**src/rtl/assert_macros.svh**
```systemverilog
// shared assertion macros
`ifndef ASSERT_MACROS_SVH
`define ASSERT_MACROS_SVH

// implication checked every cycle outside reset
`define ASSERT_IMPL(label, clk, rst, ante, cons) \
   label: assert property (@(posedge clk) disable iff (rst) (ante) |-> (cons)) \
      else $error("assertion failed");

// next-cycle implication outside reset
`define ASSERT_NEXT(label, clk, rst, ante, cons) \
   label: assert property (@(posedge clk) disable iff (rst) (ante) |=> (cons)) \
      else $error("assertion failed");

`endif

```
**src/rtl/csre_ram.sv**
```systemverilog
`timescale 1ns / 1ps
module csre_ram #(
   parameter int Width = 8,
   parameter int Depth = 64
) (
   input  logic                     clock,
   input  logic                     wr_en,
   input  logic [$clog2(Depth)-1:0] wr_addr,
   input  logic [Width-1:0]         wr_data,
   input  logic [$clog2(Depth)-1:0] rd_addr,
   output logic [Width-1:0]         rd_data
);
   logic [Width-1:0] mem [Depth];
   logic [Width-1:0] rd_data_ff;

   always_ff @(posedge clock) begin
      if (wr_en) begin
         mem[wr_addr] <= wr_data;
      end
      rd_data_ff <= mem[rd_addr];
   end
   assign rd_data = rd_data_ff;
endmodule

```
**config.mk**
```make
export PLATFORM = sky130hd
export DESIGN_NAME = csre_ram
export DESIGN_NICKNAME = d
export VERILOG_FILES = /design/src/rtl/assert_macros.svh /design/src/rtl/csre_ram.sv
export SDC_FILE = /design/constraint.sdc
export NUM_CORES = 1
export LEC_CHECK = 0
export BUFFER_PORTS_ARGS = -buffer_cell sky130_fd_sc_hd__buf_2
export CAP_MARGIN = 20
export CORE_ASPECT_RATIO = 1.75
export CORE_MARGIN = 5
export CORE_UTILIZATION = 38
export DETAILED_ROUTE_END_ITERATION = 10
export MAX_ROUTING_LAYER = met4
export SKIP_LAST_GASP = 1
export SYNTH_ARGS = -nofsm -noshare
export SYNTH_HDL_FRONTEND = slang
export SYNTH_SLANG_ARGS = --single-unit
```
**constraint.sdc**
```tcl
create_clock -name clock -period 2.5 [get_ports clock]
set_input_delay 0.25 -clock clock [delete_from_list [all_inputs] [get_ports clock]]
set_output_delay 0.25 -clock clock [all_outputs]
set_load 0.01 [all_outputs]
```
After elaboration in Yosys (flattened, before gate mapping)
Memory sizes are Yosys's and may differ from the RTL's. A register that Yosys moved wholly into a read port is not among the register bits.
Cells that the tools add are included.
Operators by class
  mux-type cells: 2
Operators by type and width (number)
  1-bit two-way mux: 2
Storage, ports and cells
  flip-flop bits (word level): 0
  bits in writable memories: 512
  bits of input ports: 22
  output and inout port bits: 8
  logic and storage cells: 3
  memories: 1
Memories
  mem: words 64, width 8, read ports 1, clocked after Yosys merged registers in 1, wr ports 1, line csre_ram.sv:13  | logic [Width-1:0] mem [Depth];

Depth between registers and ports, before layout
  depth after elaboration: 2
  depth in mapped cells: 9
  depth with buffers taken out: 5

Least setup slack after synthesis
Ideal clock, no wire load.
  kind: input -> register
  start: in rd_addr[1]
  end: reg rd_data_ff[3], in the netlist rd_data[3], read port of mem
  setup time: 0.128 ns
  data arrival time: 1.790 ns
  data required time: 2.372 ns
  path slack: 0.582 ns
  stages on the path: 7
  buffers on the path: 3
  cell sequence: buf_4 -> buf_2 -> buf_2 -> mux4_2 -> mux4_2 -> o21ai_1 -> o41ai_1
RTL lines
  start: declaration: line csre_ram.sv:10  | input logic [$clog2(Depth)-1:0] rd_addr,
  end: declaration: line csre_ram.sv:14  | logic [Width-1:0] rd_data_ff;

==> results.py <==
metrics = {
    "timing": {
        "timing.final.ws_setup_ps": 427.2,
        "post-route-min-period_ps": 2073,
        "final-setup-viol-count": 0,
        "grt_setup_unrepaired": "no",
        "fin_crit_sh": 0.8291,
        "clock.fmax_ghz": 0.4825,
        "final_max_slew_viol_count": 0,
        "tightestPinTransition_ps": 726.9,
        "hold_viol_final": 0,
        "skew_ps": 11.79,
        "setup-tns-final_ps": 0,
        "relSlewSlack": 0.5154,
    },
    "cts": {
        "clkTransAtPathRegs_ps": 70,
        "htree_levels": 2,
        "clock_path_buffers": 3,
        "post_cts_buffers": 0,
        "clock_latency_ps": 550,
        "postCtsHoldBufs": 0,
        "cts-resized-gates": 0,
        "clock-sinks": 520,
        "ctsRootBufferMaster": "clkbuf_16",
        "cts_buffers": 43,
        "cts_tree": "done",
    },
    "finish": {
        "nNetsFinal": 1103,
        "fin_cells": 1791,
        "drive_gt1_frac": 0.3165,
        "nFillCells": 4498,
        "postLayoutCoreUtil": 0.4442,
        "area_growth_pct": 15.62,
    },
    "die": {
        "dieArea_sq_mm": 0.05796,
        "die_w_microns": 184.1,
        "initial_core_util": 0.3841,
        "core-area_sq_mm": 0.05250,
        "die_h_microns": 314.8,
        "std_cell_rows": 111,
        "io_pins": 30,
    },
    "drt": {
        "drt_first_pass_iters": 5,
        "top_layer_used": "met4",
        "antenna_left": 0,
        "wl_met1_microns": 16990,
        "wl_met3_microns": 2100,
        "post_drt_wl_per_cell_microns": 26.72,
        "drc": 0,
        "wl_met2_microns": 26320,
        "drt_iter0_drc": 715,
        "vias": 9811,
        "via_per_inst": 5.478,
        "wl_microns": 47860,
    },
    "global_routing": {
        "overflow": 0,
        "antenna_found_initial": 1,
        "grt_max_degree": 65,
        "track_usage": 0.1716,
        "grt_pass1_vias": 10430,
        "grt_pass1_wl_microns": 70460,
    },
    "logic_synthesis": {
        "ys_async_sr_fraction": 0,
        "ys_seq_elements": 520,
        "ys_types": 40,
        "synthCells": 940,
        "syn_nets": 962,
        "synth-edff-count": 512,
        "synth-seq-area-share": 0.7703,
        "yosysWarnings": 0,
        "synth_area_sq_mm": 0.02017,
        "synthFlopType": "edfxtp_1",
        "syn_area_per_cell_sq_um": 21.45,
    },
    "power": {
        "finalPower_mw": 17.49,
        "vdd_drop_max_mv": 0.4902,
        "p_per_area_mw_per_mm2": 750.0,
        "p_leak_nw": 7.430,
    },
    "place": {
        "placed_cells": 1714,
        "post-dp-hpwl_microns": 32530,
        "io_buffers": 29,
        "globalplace.congestion": 0.8276,
        "dp_slack_ps": -68.01,
    },
    "run": {
        "max-cap-violations": 0,
    },
    "status": {
        "status": "completed",
    },
    "worst_setup_path": {
        "path_max_fanout": 1,
        "path_delay_family": "multiplexers",
        "worstPathCellList": "mux4_2, mux2_2, o221a_2, nor3_1, o32ai_1",
        "cpPeakStageDelay_ps": 470,
        "cp_slowest_cell": "mux4_2",
        "required_ps": 2930,
        "path_buf_inv": 0,
        "end_kind": "flop",
        "startpoint_type": "flop",
        "critical_path_class": "reg -> reg",
        "cp.arrival_ps": 2500,
    },
    "min_path": {
        "min_path_type": "in -> reg",
    },
}
power breakdown:
| group | internal [mW] | switching [mW] | leakage (nW) |
|---|---|---|---|
| registers | 9.64 | 0.0314 | 4.67 |
| clock network | 3.87 | 2.96 | 0.696 |
| logic | 0.395 | 0.592 | 2.06 |
per-layer routing:
layer  vias to the layer above  track usage
li1                       4210            -
met1                      5201       0.1907
met2                       304       0.3079
met3                        96      0.01824
met4                         0      0.07938
met5                         -            -
sequential cells by signal, summed over array words and instances, names as in the netlist:
register	flops
rd_data	8
mem	512
Yosys cell counts, drive strengths merged (2+ instances only):
cell | n | area, sq um
nand3b | 3 | 22.52
o2111ai | 3 | 26.28
dfxtp | 8 | 160.2
a22oi | 3 | 22.52
o21ai | 4 | 20.02
buf | 34 | 252.7
nand2b | 7 | 43.79
nand4 | 2 | 12.51
o21a | 2 | 15.01
mux2 | 13 | 146.4
o22ai | 8 | 50.05
o2bb2ai | 3 | 26.28
mux2i | 23 | 230.2
o221ai | 8 | 70.07
nor2b | 14 | 87.58
a221oi | 6 | 52.55
nor4 | 2 | 12.51
a211oi | 4 | 30.03
edfxtp | 512 | 15370
a2111oi | 2 | 17.52
o221a | 2 | 22.52
a21oi | 3 | 15.01
nand2 | 19 | 71.32
o32ai | 2 | 17.52
mux4 | 126 | 2838
nor3 | 7 | 35.03
nor2 | 83 | 311.6
nand3 | 13 | 65.06
o41ai | 2 | 17.52
clkbuf | 17 | 63.81
area by class of cell:
class	count	area, sq um	share of cell area
diodes	1	2.502	0.0001073
clock buffers	53	1176	0.05044
well taps	678	848.3	0.03638
clock inverters	23	245.2	0.01052
multi-input cells	369	4315	0.1851
repair buffers	147	1195	0.05124
flip-flops and latches	520	15530	0.6662
path summary, 6_finish.rpt:
check	start	endpoint	slack (ps)	depth (start not counted)
setup / recovery	mem[29][4]	rd_data[4]	430	5
hold / removal	wr_data[6]	mem[63][6]	110	1
setup reg to reg	mem[29][4]	rd_data[4]	430	5
hold reg to reg	mem[31][4]	rd_data[4]	830	3
per-stage QoR:
step	hold slack [ps]	area [sq um]
floorplan	348.9	20170
global placement	658.4	21890
detailed placement	669.8	21890
CTS	72.82	23310
global route	83.74	23320
finish	112.7	23320
cell families after synthesis:
group                  count (synthesis)  synth area share
and+or+nand+nor                      153           0.03387
AOI/OAI and AO/OA                     54           0.02072
muxes                                162            0.1594
buffers and inverters                 51           0.01570
DFF                                  520            0.7703
placed cells by master, fill, tap and decap left out, drive strengths merged, types with 13 or more instances in the layout:
| master | instances |
|---|---|
| buf | 146 |
| clkbuf | 54 |
| clkinv | 16 |
| edfxtp | 512 |
| mux2 | 13 |
| mux2i | 23 |
| mux4 | 126 |
| nand2 | 19 |
| nand3 | 13 |
| nor2 | 83 |
| nor2b | 14 |
No activity file was read; power rests on OpenSTA's default activity.
